**config.mk**
```make
export PLATFORM = sky130hd
export DESIGN_NAME = json_field_extractor
export DESIGN_NICKNAME = d
export VERILOG_FILES = /design/src/hdl/jfe_pkg.sv /design/src/hdl/jfe_front.sv /design/src/hdl/jfe_queue.sv /design/src/hdl/jfe_back.sv /design/src/hdl/json_field_extractor.sv
export SDC_FILE = /design/constraint.sdc
export NUM_CORES = 2
export LEC_CHECK = 0
export ABC_AREA = 1
export BUFFER_PORTS_ARGS = -buffer_cell sky130_fd_sc_hd__buf_4
export CORE_MARGIN = 10
export CORE_UTILIZATION = 66
export CTS_BUF_LIST = sky130_fd_sc_hd__clkbuf_2 sky130_fd_sc_hd__clkbuf_4 sky130_fd_sc_hd__clkbuf_8
export DETAILED_ROUTE_END_ITERATION = 12
export GPL_TIMING_DRIVEN = 0
export PLACE_DENSITY = 0.95
export SYNTH_ARGS = -nofsm -noshare
export SYNTH_HDL_FRONTEND = slang
export SYNTH_HIERARCHICAL = 1
export SYNTH_SLANG_ARGS = --single-unit
```
**constraint.sdc**
```tcl
create_clock -name clk -period 22.1 [get_ports clk]
set_input_delay 1.105 -clock clk [delete_from_list [all_inputs] [get_ports clk]]
set_output_delay 1.105 -clock clk [all_outputs]
set_load 0.03 [all_outputs]
```
**src/hdl/jfe_pkg.sv**
```systemverilog
// ----------------------------------------------------------------------------
// jfe_pkg
// shared constants, codes and types of the json field extractor
// ----------------------------------------------------------------------------
package jfe_pkg;

  localparam int MAX_KEY_BYTES = 16;
  localparam int WIN_DEPTH     = MAX_KEY_BYTES + 2;
  localparam int SEEN_W        = $clog2(WIN_DEPTH + 1);
  localparam int KEY_IDX_W     = $clog2(MAX_KEY_BYTES + 1);
  localparam int MAX_RES       = 3;
  localparam int CNT_W         = $clog2(MAX_RES + 1);
  localparam int Q_DEPTH       = 4;
  localparam int Q_AW          = $clog2(Q_DEPTH);

  localparam int CFG_DW        = 64;
  localparam int CFG_AW        = 5;
  localparam int REG_IDX_W     = 2;

  localparam logic [REG_IDX_W-1:0] REG_KEY_LO  = 2'd0;
  localparam logic [REG_IDX_W-1:0] REG_KEY_HI  = 2'd1;
  localparam logic [REG_IDX_W-1:0] REG_KEY_LEN = 2'd2;
  localparam logic [REG_IDX_W-1:0] REG_MODE    = 2'd3;

  localparam logic [2:0] PH_SEARCH = 3'd0;
  localparam logic [2:0] PH_SKIP   = 3'd1;
  localparam logic [2:0] PH_STRING = 3'd2;
  localparam logic [2:0] PH_INT    = 3'd3;
  localparam logic [2:0] PH_DONE   = 3'd4;

  localparam logic [1:0] KIND_BYTE    = 2'd0;
  localparam logic [1:0] KIND_STR_END = 2'd1;
  localparam logic [1:0] KIND_INT     = 2'd2;
  localparam logic [1:0] KIND_NONE    = 2'd3;

  localparam logic [7:0] CH_NUL    = 8'h00;
  localparam logic [7:0] CH_QUOTE  = 8'h22;
  localparam logic [7:0] CH_BSLASH = 8'h5C;
  localparam logic [7:0] CH_SLASH  = 8'h2F;
  localparam logic [7:0] CH_N      = 8'h6E;
  localparam logic [7:0] CH_R      = 8'h72;
  localparam logic [7:0] CH_T      = 8'h74;
  localparam logic [7:0] CH_LF     = 8'h0A;
  localparam logic [7:0] CH_CR     = 8'h0D;
  localparam logic [7:0] CH_TAB    = 8'h09;
  localparam logic [7:0] CH_SPACE  = 8'h20;
  localparam logic [7:0] CH_COLON  = 8'h3A;
  localparam logic [7:0] CH_MINUS  = 8'h2D;
  localparam logic [7:0] CH_ZERO   = 8'h30;
  localparam logic [7:0] CH_NINE   = 8'h39;

  localparam logic [63:0] MAG_LIMIT = 64'h8000_0000_0000_0000;
  // (2^63 - d) / 10 for digits zero to eight, one less for nine
  localparam logic [63:0] MAG_DIV10 = 64'd922337203685477580;

  typedef struct packed {
    logic [63:0] key_lo;
    logic [63:0] key_hi;
    logic [4:0]  key_len;
    logic        extract_int;
  } jfe_cfg_t;

  typedef struct packed {
    logic [CNT_W-1:0]           n;
    logic [MAX_RES-1:0][1:0]    kind;
    logic [MAX_RES-1:0][7:0]    data;
    logic [63:0]                number;
  } jfe_group_t;

  function automatic logic [63:0] int_of(input logic [63:0] mag, input logic neg);
    logic [63:0] v;
    if (neg) begin
      v = 64'd0 - mag;
    end else if (mag[63]) begin
      v = MAG_LIMIT - 64'd1;
    end else begin
      v = mag;
    end
    return v;
  endfunction

endpackage

```
**src/hdl/jfe_front.sv**
```systemverilog
// ----------------------------------------------------------------------------
// jfe_front
// takes text bytes, matches the quoted key and decodes the value into
// groups of up to three results per byte
// ----------------------------------------------------------------------------
module jfe_front (
  input  logic                 clk,
  input  logic                 rst_n,
  input  jfe_pkg::jfe_cfg_t    cfg,
  input  logic                 in_valid,
  input  logic [7:0]           in_byte,
  input  logic                 in_last,
  output logic                 in_ready,
  input  logic                 q_full,
  output logic                 push,
  output jfe_pkg::jfe_group_t  push_group
);

  logic [jfe_pkg::WIN_DEPTH-1:0][7:0]     win_r, win_nxt, win_new;
  logic [jfe_pkg::SEEN_W-1:0]             seen_r, seen_nxt, seen_new;
  logic [2:0]                             ph_r, ph_nxt, ph1;
  logic                                   bs_r, bs_nxt, bs1;
  logic [63:0]                            mag_r, mag_nxt, mag1;
  logic                                   neg_r, neg_nxt, neg1;

  logic [127:0]                           key_all;
  logic [jfe_pkg::MAX_KEY_BYTES-1:0][7:0] key_chars;
  logic [jfe_pkg::KEY_IDX_W-1:0]          klen, eff_len;
  logic [jfe_pkg::MAX_KEY_BYTES:0]        match_vec;
  logic                                   window_hit;

  logic                                   accept, fin, is_digit, is_esc;
  logic [3:0]                             digit;
  logic [7:0]                             esc_char;
  logic [63:0]                            mag_x10, mag_lim, mag_acc;
  jfe_pkg::jfe_group_t                    g;
  logic [jfe_pkg::CNT_W-1:0]              cnt;

  assign in_ready = !q_full;
  assign accept   = in_valid && !q_full;
  assign fin      = (in_byte == jfe_pkg::CH_NUL) || in_last;

  // key characters and effective key length
  assign key_all = {cfg.key_hi, cfg.key_lo};

  always_comb begin
    for (int i = 0; i < jfe_pkg::MAX_KEY_BYTES; i++) begin
      key_chars[i] = key_all[8*i +: 8];
    end
    klen = (cfg.key_len > 5'(jfe_pkg::MAX_KEY_BYTES)) ?
           jfe_pkg::KEY_IDX_W'(jfe_pkg::MAX_KEY_BYTES) : jfe_pkg::KEY_IDX_W'(cfg.key_len);
    eff_len = klen;
    for (int i = jfe_pkg::MAX_KEY_BYTES - 1; i >= 0; i--) begin
      if ((jfe_pkg::KEY_IDX_W'(i) < klen) && (key_chars[i] == jfe_pkg::CH_NUL)) begin
        eff_len = jfe_pkg::KEY_IDX_W'(i);
      end
    end
  end

  // window after shifting in the current byte
  always_comb begin
    win_new[0] = in_byte;
    for (int k = 1; k < jfe_pkg::WIN_DEPTH; k++) begin
      win_new[k] = win_r[k-1];
    end
    seen_new = (seen_r == jfe_pkg::SEEN_W'(jfe_pkg::WIN_DEPTH)) ? seen_r :
               seen_r + jfe_pkg::SEEN_W'(1);
  end

  // one parallel compare per possible key length
  always_comb begin
    for (int l = 0; l <= jfe_pkg::MAX_KEY_BYTES; l++) begin
      match_vec[l] = (seen_new >= jfe_pkg::SEEN_W'(l + 2)) &&
                     (win_new[0] == jfe_pkg::CH_QUOTE) &&
                     (win_new[l+1] == jfe_pkg::CH_QUOTE);
      for (int i = 0; i < jfe_pkg::MAX_KEY_BYTES; i++) begin
        if (i < l) begin
          if (win_new[l-i] != key_chars[i]) begin
            match_vec[l] = 1'b0;
          end
        end
      end
    end
  end

  assign window_hit = match_vec[eff_len];

  // digit accumulate with saturation
  assign is_digit = (in_byte >= jfe_pkg::CH_ZERO) && (in_byte <= jfe_pkg::CH_NINE);
  assign digit    = 4'(in_byte - jfe_pkg::CH_ZERO);
  assign mag_x10  = (mag_r << 3) + (mag_r << 1);
  assign mag_lim  = jfe_pkg::MAG_DIV10 - ((digit == 4'd9) ? 64'd1 : 64'd0);
  assign mag_acc  = (mag_r > mag_lim) ? jfe_pkg::MAG_LIMIT : mag_x10 + 64'(digit);

  // escape decode
  always_comb begin
    is_esc   = 1'b1;
    esc_char = in_byte;
    case (in_byte)
      jfe_pkg::CH_QUOTE:  esc_char = jfe_pkg::CH_QUOTE;
      jfe_pkg::CH_BSLASH: esc_char = jfe_pkg::CH_BSLASH;
      jfe_pkg::CH_SLASH:  esc_char = jfe_pkg::CH_SLASH;
      jfe_pkg::CH_N:      esc_char = jfe_pkg::CH_LF;
      jfe_pkg::CH_R:      esc_char = jfe_pkg::CH_CR;
      jfe_pkg::CH_T:      esc_char = jfe_pkg::CH_TAB;
      default:            is_esc   = 1'b0;
    endcase
  end

  always_comb begin
    win_nxt  = win_r;
    seen_nxt = seen_r;
    ph1      = ph_r;
    bs1      = bs_r;
    mag1     = mag_r;
    neg1     = neg_r;
    g        = '0;
    cnt      = '0;

    if (in_byte != jfe_pkg::CH_NUL) begin
      case (ph_r)
        jfe_pkg::PH_SEARCH: begin
          win_nxt  = win_new;
          seen_nxt = seen_new;
          if (window_hit) begin
            ph1 = jfe_pkg::PH_SKIP;
          end
        end
        jfe_pkg::PH_SKIP: begin
          if ((in_byte != jfe_pkg::CH_SPACE) && (in_byte != jfe_pkg::CH_COLON)) begin
            if (!cfg.extract_int) begin
              if (in_byte == jfe_pkg::CH_QUOTE) begin
                ph1 = jfe_pkg::PH_STRING;
              end else begin
                g.kind[cnt] = jfe_pkg::KIND_NONE;
                g.number    = '1;
                cnt         = cnt + 1'b1;
                ph1         = jfe_pkg::PH_DONE;
              end
            end else if (in_byte == jfe_pkg::CH_MINUS) begin
              neg1 = 1'b1;
              mag1 = '0;
              ph1  = jfe_pkg::PH_INT;
            end else if (is_digit) begin
              mag1 = 64'(digit);
              ph1  = jfe_pkg::PH_INT;
            end else begin
              g.kind[cnt] = jfe_pkg::KIND_NONE;
              g.number    = '1;
              cnt         = cnt + 1'b1;
              ph1         = jfe_pkg::PH_DONE;
            end
          end
        end
        jfe_pkg::PH_STRING: begin
          if (bs_r) begin
            bs1         = 1'b0;
            g.kind[cnt] = jfe_pkg::KIND_BYTE;
            g.data[cnt] = is_esc ? esc_char : jfe_pkg::CH_BSLASH;
            cnt         = cnt + 1'b1;
          end
          if (!(bs_r && is_esc)) begin
            if (in_byte == jfe_pkg::CH_QUOTE) begin
              g.kind[cnt] = jfe_pkg::KIND_STR_END;
              cnt         = cnt + 1'b1;
              ph1         = jfe_pkg::PH_DONE;
            end else if (in_byte == jfe_pkg::CH_BSLASH) begin
              bs1 = 1'b1;
            end else begin
              g.kind[cnt] = jfe_pkg::KIND_BYTE;
              g.data[cnt] = in_byte;
              cnt         = cnt + 1'b1;
            end
          end
        end
        jfe_pkg::PH_INT: begin
          if (is_digit) begin
            mag1 = mag_acc;
          end else begin
            g.kind[cnt] = jfe_pkg::KIND_INT;
            g.number    = jfe_pkg::int_of(mag_r, neg_r);
            cnt         = cnt + 1'b1;
            ph1         = jfe_pkg::PH_DONE;
          end
        end
        default: begin
        end
      endcase
    end

    ph_nxt  = ph1;
    bs_nxt  = bs1;
    mag_nxt = mag1;
    neg_nxt = neg1;

    // end of text: flush what is open and re-arm
    if (fin) begin
      case (ph1)
        jfe_pkg::PH_SEARCH, jfe_pkg::PH_SKIP: begin
          g.kind[cnt] = jfe_pkg::KIND_NONE;
          g.number    = '1;
          cnt         = cnt + 1'b1;
        end
        jfe_pkg::PH_STRING: begin
          if (bs1) begin
            g.kind[cnt] = jfe_pkg::KIND_BYTE;
            g.data[cnt] = jfe_pkg::CH_BSLASH;
            cnt         = cnt + 1'b1;
          end
          g.kind[cnt] = jfe_pkg::KIND_STR_END;
          cnt         = cnt + 1'b1;
        end
        jfe_pkg::PH_INT: begin
          g.kind[cnt] = jfe_pkg::KIND_INT;
          g.number    = jfe_pkg::int_of(mag1, neg1);
          cnt         = cnt + 1'b1;
        end
        default: begin
        end
      endcase
      win_nxt  = '0;
      seen_nxt = '0;
      ph_nxt   = jfe_pkg::PH_SEARCH;
      bs_nxt   = 1'b0;
      mag_nxt  = '0;
      neg_nxt  = 1'b0;
    end

    g.n = cnt;
  end

  assign push       = accept && (cnt != '0);
  assign push_group = g;

  always_ff @(posedge clk) begin
    if (!rst_n) begin
      win_r  <= '0;
      seen_r <= '0;
      ph_r   <= jfe_pkg::PH_SEARCH;
      bs_r   <= 1'b0;
      mag_r  <= '0;
      neg_r  <= 1'b0;
    end else if (accept) begin
      win_r  <= win_nxt;
      seen_r <= seen_nxt;
      ph_r   <= ph_nxt;
      bs_r   <= bs_nxt;
      mag_r  <= mag_nxt;
      neg_r  <= neg_nxt;
    end
  end

endmodule

```
**src/hdl/jfe_queue.sv**
```systemverilog
// ----------------------------------------------------------------------------
// jfe_queue
// short queue of result groups between the front and back parts
// ----------------------------------------------------------------------------
module jfe_queue (
  input  logic                 clk,
  input  logic                 rst_n,
  input  logic                 push,
  input  jfe_pkg::jfe_group_t  push_group,
  output logic                 full,
  input  logic                 pop,
  output logic                 empty,
  output jfe_pkg::jfe_group_t  head
);

  jfe_pkg::jfe_group_t       q_r [jfe_pkg::Q_DEPTH];
  logic [jfe_pkg::Q_AW-1:0]  wr_ptr_r, rd_ptr_r;
  logic [jfe_pkg::Q_AW:0]    count_r, count_nxt;
  logic                      do_push, do_pop;

  assign full    = (count_r == (jfe_pkg::Q_AW + 1)'(jfe_pkg::Q_DEPTH));
  assign empty   = (count_r == '0);
  assign do_push = push && !full;
  assign do_pop  = pop && !empty;
  assign head    = q_r[rd_ptr_r];

  always_comb begin
    count_nxt = count_r;
    case ({do_push, do_pop})
      2'b10:   count_nxt = count_r + 1'b1;
      2'b01:   count_nxt = count_r - 1'b1;
      default: count_nxt = count_r;
    endcase
  end

  always_ff @(posedge clk) begin
    if (do_push) begin
      q_r[wr_ptr_r] <= push_group;
    end
  end

  always_ff @(posedge clk) begin
    if (!rst_n) begin
      wr_ptr_r <= '0;
      rd_ptr_r <= '0;
      count_r  <= '0;
    end else begin
      if (do_push) begin
        wr_ptr_r <= wr_ptr_r + 1'b1;
      end
      if (do_pop) begin
        rd_ptr_r <= rd_ptr_r + 1'b1;
      end
      count_r <= count_nxt;
    end
  end

endmodule

```
**src/hdl/jfe_back.sv**
```systemverilog
// ----------------------------------------------------------------------------
// jfe_back
// walks the head group and presents one result per output transfer
// ----------------------------------------------------------------------------
module jfe_back (
  input  logic                 clk,
  input  logic                 rst_n,
  input  logic                 empty,
  input  jfe_pkg::jfe_group_t  head,
  output logic                 pop,
  output logic                 out_valid,
  input  logic                 out_ready,
  output logic [1:0]           out_kind,
  output logic [7:0]           out_byte,
  output logic [63:0]          out_number,
  output logic                 out_last
);

  logic [jfe_pkg::CNT_W-1:0] sub_r, sub_nxt;
  logic                      xfer;

  assign out_valid  = !empty;
  assign out_kind   = head.kind[sub_r];
  assign out_byte   = head.data[sub_r];
  assign out_number = ((out_kind == jfe_pkg::KIND_INT) || (out_kind == jfe_pkg::KIND_NONE)) ?
                      head.number : 64'd0;
  assign out_last   = (sub_r == head.n - 1'b1);
  assign xfer       = out_valid && out_ready;
  assign pop        = xfer && out_last;
  assign sub_nxt    = out_last ? '0 : sub_r + 1'b1;

  always_ff @(posedge clk) begin
    if (!rst_n) begin
      sub_r <= '0;
    end else if (xfer) begin
      sub_r <= sub_nxt;
    end
  end

endmodule

```
**src/hdl/json_field_extractor.sv**
```systemverilog
// ----------------------------------------------------------------------------
// json_field_extractor
// streaming json key/value extractor: finds the configured quoted key and
// returns the decoded string bytes or the parsed integer
//
//   channel  dir  ports        contents
//   in_      in   tdata[7:0]   text byte
//                 tlast        end of text
//   out_     out  tdata[71:0]  value byte, number
//                 tuser[1:0]   kind
//                 tlast        last result of its input byte
//   cfg_     in   apb 64-bit   key low, key high, key length, mode at 8*i
//
// one text byte per cycle while the result queue has room; each byte makes zero to three results
// results leave one per cycle while out_tready is high, a byte with several holds the out side as long
// in_tready drops only when the four-group result queue is full
// reset is synchronous and clears parser state and registers at once
// ----------------------------------------------------------------------------
module json_field_extractor (
  input  logic                        clk,
  input  logic                        rst_n,
  input  logic                        in_tvalid,
  output logic                        in_tready,
  input  logic [7:0]                  in_tdata,   // text_byte
  input  logic                        in_tlast,
  output logic                        out_tvalid,
  input  logic                        out_tready,
  output logic [71:0]                 out_tdata,  // value_byte, number
  output logic [1:0]                  out_tuser,  // kind
  output logic                        out_tlast,
  input  logic                        cfg_psel,
  input  logic                        cfg_penable,
  input  logic                        cfg_pwrite,
  input  logic [jfe_pkg::CFG_AW-1:0]  cfg_paddr,
  input  logic [jfe_pkg::CFG_DW-1:0]  cfg_pwdata,
  output logic [jfe_pkg::CFG_DW-1:0]  cfg_prdata,
  output logic                        cfg_pready
);

  jfe_pkg::jfe_cfg_t                cfg_r;
  logic                             cfg_wr;
  logic [jfe_pkg::REG_IDX_W-1:0]    reg_idx;

  logic                             push, pop, q_full, q_empty;
  jfe_pkg::jfe_group_t              push_group, head;
  logic [7:0]                       res_byte;
  logic [63:0]                      res_number;

  assign cfg_pready = 1'b1;
  assign cfg_wr     = cfg_psel && cfg_penable && cfg_pwrite && cfg_pready;
  assign reg_idx    = cfg_paddr[jfe_pkg::CFG_AW-1:3];

  always_ff @(posedge clk) begin
    if (!rst_n) begin
      cfg_r <= '0;
    end else if (cfg_wr) begin
      case (reg_idx)
        jfe_pkg::REG_KEY_LO:  cfg_r.key_lo      <= cfg_pwdata;
        jfe_pkg::REG_KEY_HI:  cfg_r.key_hi      <= cfg_pwdata;
        jfe_pkg::REG_KEY_LEN: cfg_r.key_len     <= cfg_pwdata[4:0];
        jfe_pkg::REG_MODE:    cfg_r.extract_int <= cfg_pwdata[0];
        default: begin
        end
      endcase
    end
  end

  always_comb begin
    case (reg_idx)
      jfe_pkg::REG_KEY_LO:  cfg_prdata = cfg_r.key_lo;
      jfe_pkg::REG_KEY_HI:  cfg_prdata = cfg_r.key_hi;
      jfe_pkg::REG_KEY_LEN: cfg_prdata = 64'(cfg_r.key_len);
      jfe_pkg::REG_MODE:    cfg_prdata = 64'(cfg_r.extract_int);
      default:              cfg_prdata = '0;
    endcase
  end

  jfe_front u_front (
    .clk        (clk),
    .rst_n      (rst_n),
    .cfg        (cfg_r),
    .in_valid   (in_tvalid),
    .in_byte    (in_tdata),
    .in_last    (in_tlast),
    .in_ready   (in_tready),
    .q_full     (q_full),
    .push       (push),
    .push_group (push_group)
  );

  jfe_queue u_queue (
    .clk        (clk),
    .rst_n      (rst_n),
    .push       (push),
    .push_group (push_group),
    .full       (q_full),
    .pop        (pop),
    .empty      (q_empty),
    .head       (head)
  );

  jfe_back u_back (
    .clk        (clk),
    .rst_n      (rst_n),
    .empty      (q_empty),
    .head       (head),
    .pop        (pop),
    .out_valid  (out_tvalid),
    .out_ready  (out_tready),
    .out_kind   (out_tuser),
    .out_byte   (res_byte),
    .out_number (res_number),
    .out_last   (out_tlast)
  );

  assign out_tdata = {res_number, res_byte};

endmodule

```
==> results of run 1 <==
layer usage:
metal,GRT overflow,global-route usage [%]
met5,1,35.7
met4,0,51.3
met3,0,51.4
met2,1,72.8
met1,2,62.1
cell families after synthesis:
logic type                 after synthesis  synth area share, %
AOI/OAI and AO/OA                     1288                 12.4
xor gates and xnor gates               707                 10.7
adders and majority gates              145                 3.17
buffers and inverters                 1328                 9.72
DFF                                    739                 32.1
other                                    2               0.0129
and+or+nand+nor                       4327                 31.9
stage by stage:
step / cell area [um^2] / cells
3_3_place_gp: 61100 / 9916
2_1_floorplan: 58000 / 8539
3_5_place_dp: 61400 / 9928
4_1_cts: 63800 / 10100
==> flow_metrics.env, run 1 <==
export IMPL_yosysMostFrequentCell="nand2_1"
export IMPL_die_w_um=316
export IMPL_grt_pass1_vias=70700
export IMPL_error="[ERROR GRT-0116] Global routing finished with congestion. Check the congestion regions in the DRC Viewer."
export IMPL_synth_edf_count=384
export IMPL_ys_top_cells_by_area="edfxtp_1, nand2_1, dfxtp_1"
export IMPL_synthCells=8536
export IMPL_cts_setup_buffers=0
export IMPL_lastStage="5_1_grt"
export IMPL_synth_yosys_seq_area_share_pct=32.1
export IMPL_yosysTopAreaCellShare_pct=19.9
export IMPL_yosysWarnings=6
export IMPL_io_pins=227
export IMPL_synth_seq_cells=739
export IMPL_grt_pass1_wl_um=453000
export IMPL_cts_sinks=739
export IMPL_yosysUniqueCellTypes=73
export IMPL_status="did not finish"
export IMPL_cts_root_buffer="clkbuf_8"
export IMPL_place_ws_ps=14710
export IMPL_placementRows=108
export IMPL_syn_cell_area_um2=58000
export IMPL_gp_congestion=1.63
export IMPL_ys_flop_type="edfxtp_1"
export IMPL_htreeDepth=3
export IMPL_synth_common_cells="nand2_1, nor2_1, inv_1"
export IMPL_cts_max_path_buffers=3
export IMPL_io_buffers=222
export IMPL_grt_overflow=4
export IMPL_ys_async_sr_fraction_pct=0
export IMPL_cts_repair_resized=0
export IMPL_cts_hold_buf=0
export IMPL_dpl_hpwl_um=191000
export IMPL_cts_buffers=116
export IMPL_grtUsageTotal_pct=60.7
export IMPL_grt_max_degree=32
export IMPL_die_height_um=316
export IMPL_initial_core_util_pct=66.7
export IMPL_synth_area_leader_cell="edfxtp_1"
export IMPL_syn_avg_cell_area_um2=6.80
==> run 2: changes to the inputs <==
Settings changed: CORE_UTILIZATION 66 to 40, CTS_BUF_LIST sky130_fd_sc_hd__clkbuf_2 sky130_fd_sc_hd__clkbuf_4 sky130_fd_sc_hd__clkbuf_8 to unset, PLACE_DENSITY 0.95 to unset, PLACE_DENSITY_LB_ADDON set to 0.15.
==> run 2 against run 1 <==
Effect of this change: the flow now finishes, with violations (capacitance limit, slew limit); synthesized area did not move; synthesized cell count unchanged.
==> flow_metrics.env, run 2 <==
export IMPL_status="complete, but fails checks"
export IMPL_violations="capacitance limit, slew limit"
export IMPL_place_ws_ps=13620
export IMPL_yosysMostFrequentCell="nand2_1"
export IMPL_die_w_um=401
export IMPL_synth_yosys_seq_area_share_pct=32.1
export IMPL_p_int_w=0.00259
export IMPL_use_met3_pct=14.1
export IMPL_yosysTopAreaCellShare_pct=19.9
export IMPL_grt_pass1_vias=58800
export IMPL_mostFrequentLayoutCells="nand2_1, nor2_1, inv_1"
export IMPL_seqPwrFrac_pct=39.7
export IMPL_setup_viol=0
export IMPL_cts_hold_buf=0
export IMPL_cts_max_path_buffers=3
export IMPL_gp_congestion=1.08
export IMPL_htreeDepth=3
export IMPL_tns_ps=0
export IMPL_dpl_hpwl_um=263000
export IMPL_io_pins=227
export IMPL_syn_cell_area_um2=58000
export IMPL_final_instance_count_excl_fill=10900
export IMPL_dr_pass1_iters=6
export IMPL_final_common_cell="nand2_1"
export IMPL_clk_latency_ps=760
export IMPL_remaining_drc_errors=0
export IMPL_largest_reg_flops=384
export IMPL_power_density_nw_per_um2=58.0
export IMPL_drt_wl_total_um=333000
export IMPL_cts_setup_buffers=0
export IMPL_ys_flop_type="edfxtp_1"
export IMPL_peakVddDrop_mv=0.0628
export IMPL_startpoint="u_front/win_new[24]$_SDFFE_PN0P_"
export IMPL_yosysUniqueCellTypes=73
export IMPL_power_leakage_nw=29.1
export IMPL_grt_overflow=0
export IMPL_areaGrowthSynthToFinish_pct=13.0
export IMPL_clk_transition_reported_paths_ps=70
export IMPL_antenna_left=0
export IMPL_synth_edf_count=384
export IMPL_power_frac_comb_pct=19.2
export IMPL_cts_buffers=87
export IMPL_cts_repair_resized=0
export IMPL_grt_most_used_layer="met1"
export IMPL_placementRows=139
export IMPL_cp_data_arrival_time_ps=9370
export IMPL_fin_worst_skew_ps=87.9
export IMPL_clkPwrFrac_pct=41.1
export IMPL_critPathMaxFanout=26
export IMPL_core_area_um2=144000
export IMPL_critical_path_class="reg -> reg"
export IMPL_die_height_um=401
export IMPL_vias=65600
export IMPL_dp_cells=10700
export IMPL_synth_area_leader_cell="edfxtp_1"
export IMPL_ys_top_cells_by_area="edfxtp_1, nand2_1, dfxtp_1"
export IMPL_synthCells=8536
export IMPL_use_met1_pct=55.5
export IMPL_drt_iter0_drc=10100
export IMPL_io_buffers=222
export IMPL_cts_tree="built"
export IMPL_period_needed_ps=8950
export IMPL_cts_sinks=739
export IMPL_nNetsFinal=9096
export IMPL_end_kind="register"
export IMPL_initial_core_util_pct=40.3
export IMPL_drv_cap=4
export IMPL_crit_path_start_kind="register"
export IMPL_drive_gt1_share_pct=8.24
export IMPL_required_ps=22520
export IMPL_finalWorstSetupSlack_ps=13150
export IMPL_rsz0062_at_grt="false"
export IMPL_yosysWarnings=6
export IMPL_hold_viol=0
export IMPL_cts_root_buffer="clkbuf_16"
export IMPL_min_from="u_front/win_new[142]$_SDFFE_PN0P_"
export IMPL_grt_pass1_wl_um=455000
export IMPL_vias_per_cell=6.04
export IMPL_power_switching_share_pct=31.9
export IMPL_slew_headroom_pct=-4.53
export IMPL_worstMarginPinSlew_ps=1570
export IMPL_grt_max_degree=27
export IMPL_grtUsageTotal_pct=39.1
export IMPL_fin_util_pct=45.6
export IMPL_wl_per_cell_um=30.7
export IMPL_fin_crit_sh_pct=40.5
export IMPL_fmax_mhz=112
export IMPL_syn_avg_cell_area_um2=6.80
export IMPL_hp_class="reg -> reg"
export IMPL_power_switching_w=0.00121
export IMPL_die_area_um2=161000
export IMPL_synth_seq_cells=739
export IMPL_grt_met2_usage_pct=52.8
export IMPL_r2r_start="u_front/win_new[24]$_SDFFE_PN0P_"
export IMPL_ys_async_sr_fraction_pct=0
export IMPL_synth_common_cells="nand2_1, nor2_1, inv_1"
export IMPL_top_register="u_queue/q_r"
export IMPL_antenna_found_initial=16
export IMPL_slew_violations=29
-- run 2: cell counts after synthesis --
No cell type changed its count.
-- run 2: critical path: stages (launching register included) --
cell	delay [ps]
dfxtp_1	310
clkbuf_1	650
buf_2	540
xor2_1	190
nor3_1	760
o2111ai_1	630
nor4_1	420
nor4b_1	350
nand3_1	200
nor3_1	450
nand4_1	360
nand2_1	190
nand2_1	60
nand2_1	200
nand3_2	220
nand2_1	130
inv_2	100
nand2_1	70
nand2_1	50
nand2_1	240
nor2_1	70
nor2_1	520
nand2_1	460
nor2_4	830
buf_12	290
buf_12	220
-- run 2: final cells by class --
cell class	instances	area, um^2
multi-input cells	6472	33800
diodes	12	30.0
clock inverters	51	726
plain buffers	582	2830
inverters	746	2810
clock buffers	108	2340
flip-flops and latches	739	18600
repair buffers	238	2000
fillers	15100	78300
well taps	1903	2380
-- run 2: path summary, 6_finish.rpt --
check	to	slack, ps	cells after the start
worst max-delay path	u_queue/q_r[0][30]$_DFFE_PP_	13150	25
worst max register to register	u_queue/q_r[0][30]$_DFFE_PP_	13150	25
worst min-delay path	u_front/win_new[142]$_SDFFE_PN0P_	470	2
worst min register to register	u_front/win_new[142]$_SDFFE_PN0P_	470	2
-- run 2: power by group through the flow --
stage	clock network, W	logic, W	registers, W
6_report	0.00156	0.000730	0.00151
5_1_grt	0.00163	0.000759	0.00151
4_1_cts	0.00158	0.000706	0.00151
3_5_place_dp	0	0.000703	0.00154
3_3_place_gp	0	0.000694	0.00155
2_1_floorplan	0	0.000400	0.00153
-- run 2: routing by layer --
layer	vias up	share of wire [%]	wire length, um
met5	-	0.023	77
li1	28800	-	-
met4	12	4.5	15100
met2	4615	39	128000
met1	31500	42	141000
met3	703	15	48800
-- run 2: per-stage QoR --
step / hold slack, ps / cell area [um^2] / power [W]
floorplan: 445 / 58000 / 0.00193
CTS: 465 / 65500 / 0.00380
detailed placement: 456 / 62500 / 0.00224
global route: 485 / 65500 / 0.00390
global placement: 453 / 62100 / 0.00224
finish: 467 / 65600 / 0.00380
-- run 2: logic make-up after synthesis --
logic type	Yosys count	share of synthesized area, %
compound gates	1288	12.4
xor+xnor	707	10.7
fa+ha+maj	145	3.17
buf+inv	1328	9.72
flops	739	32.1
other cells	2	0.0129
simple gates	4327	31.9
No activity file was read; power rests on OpenSTA's default activity.
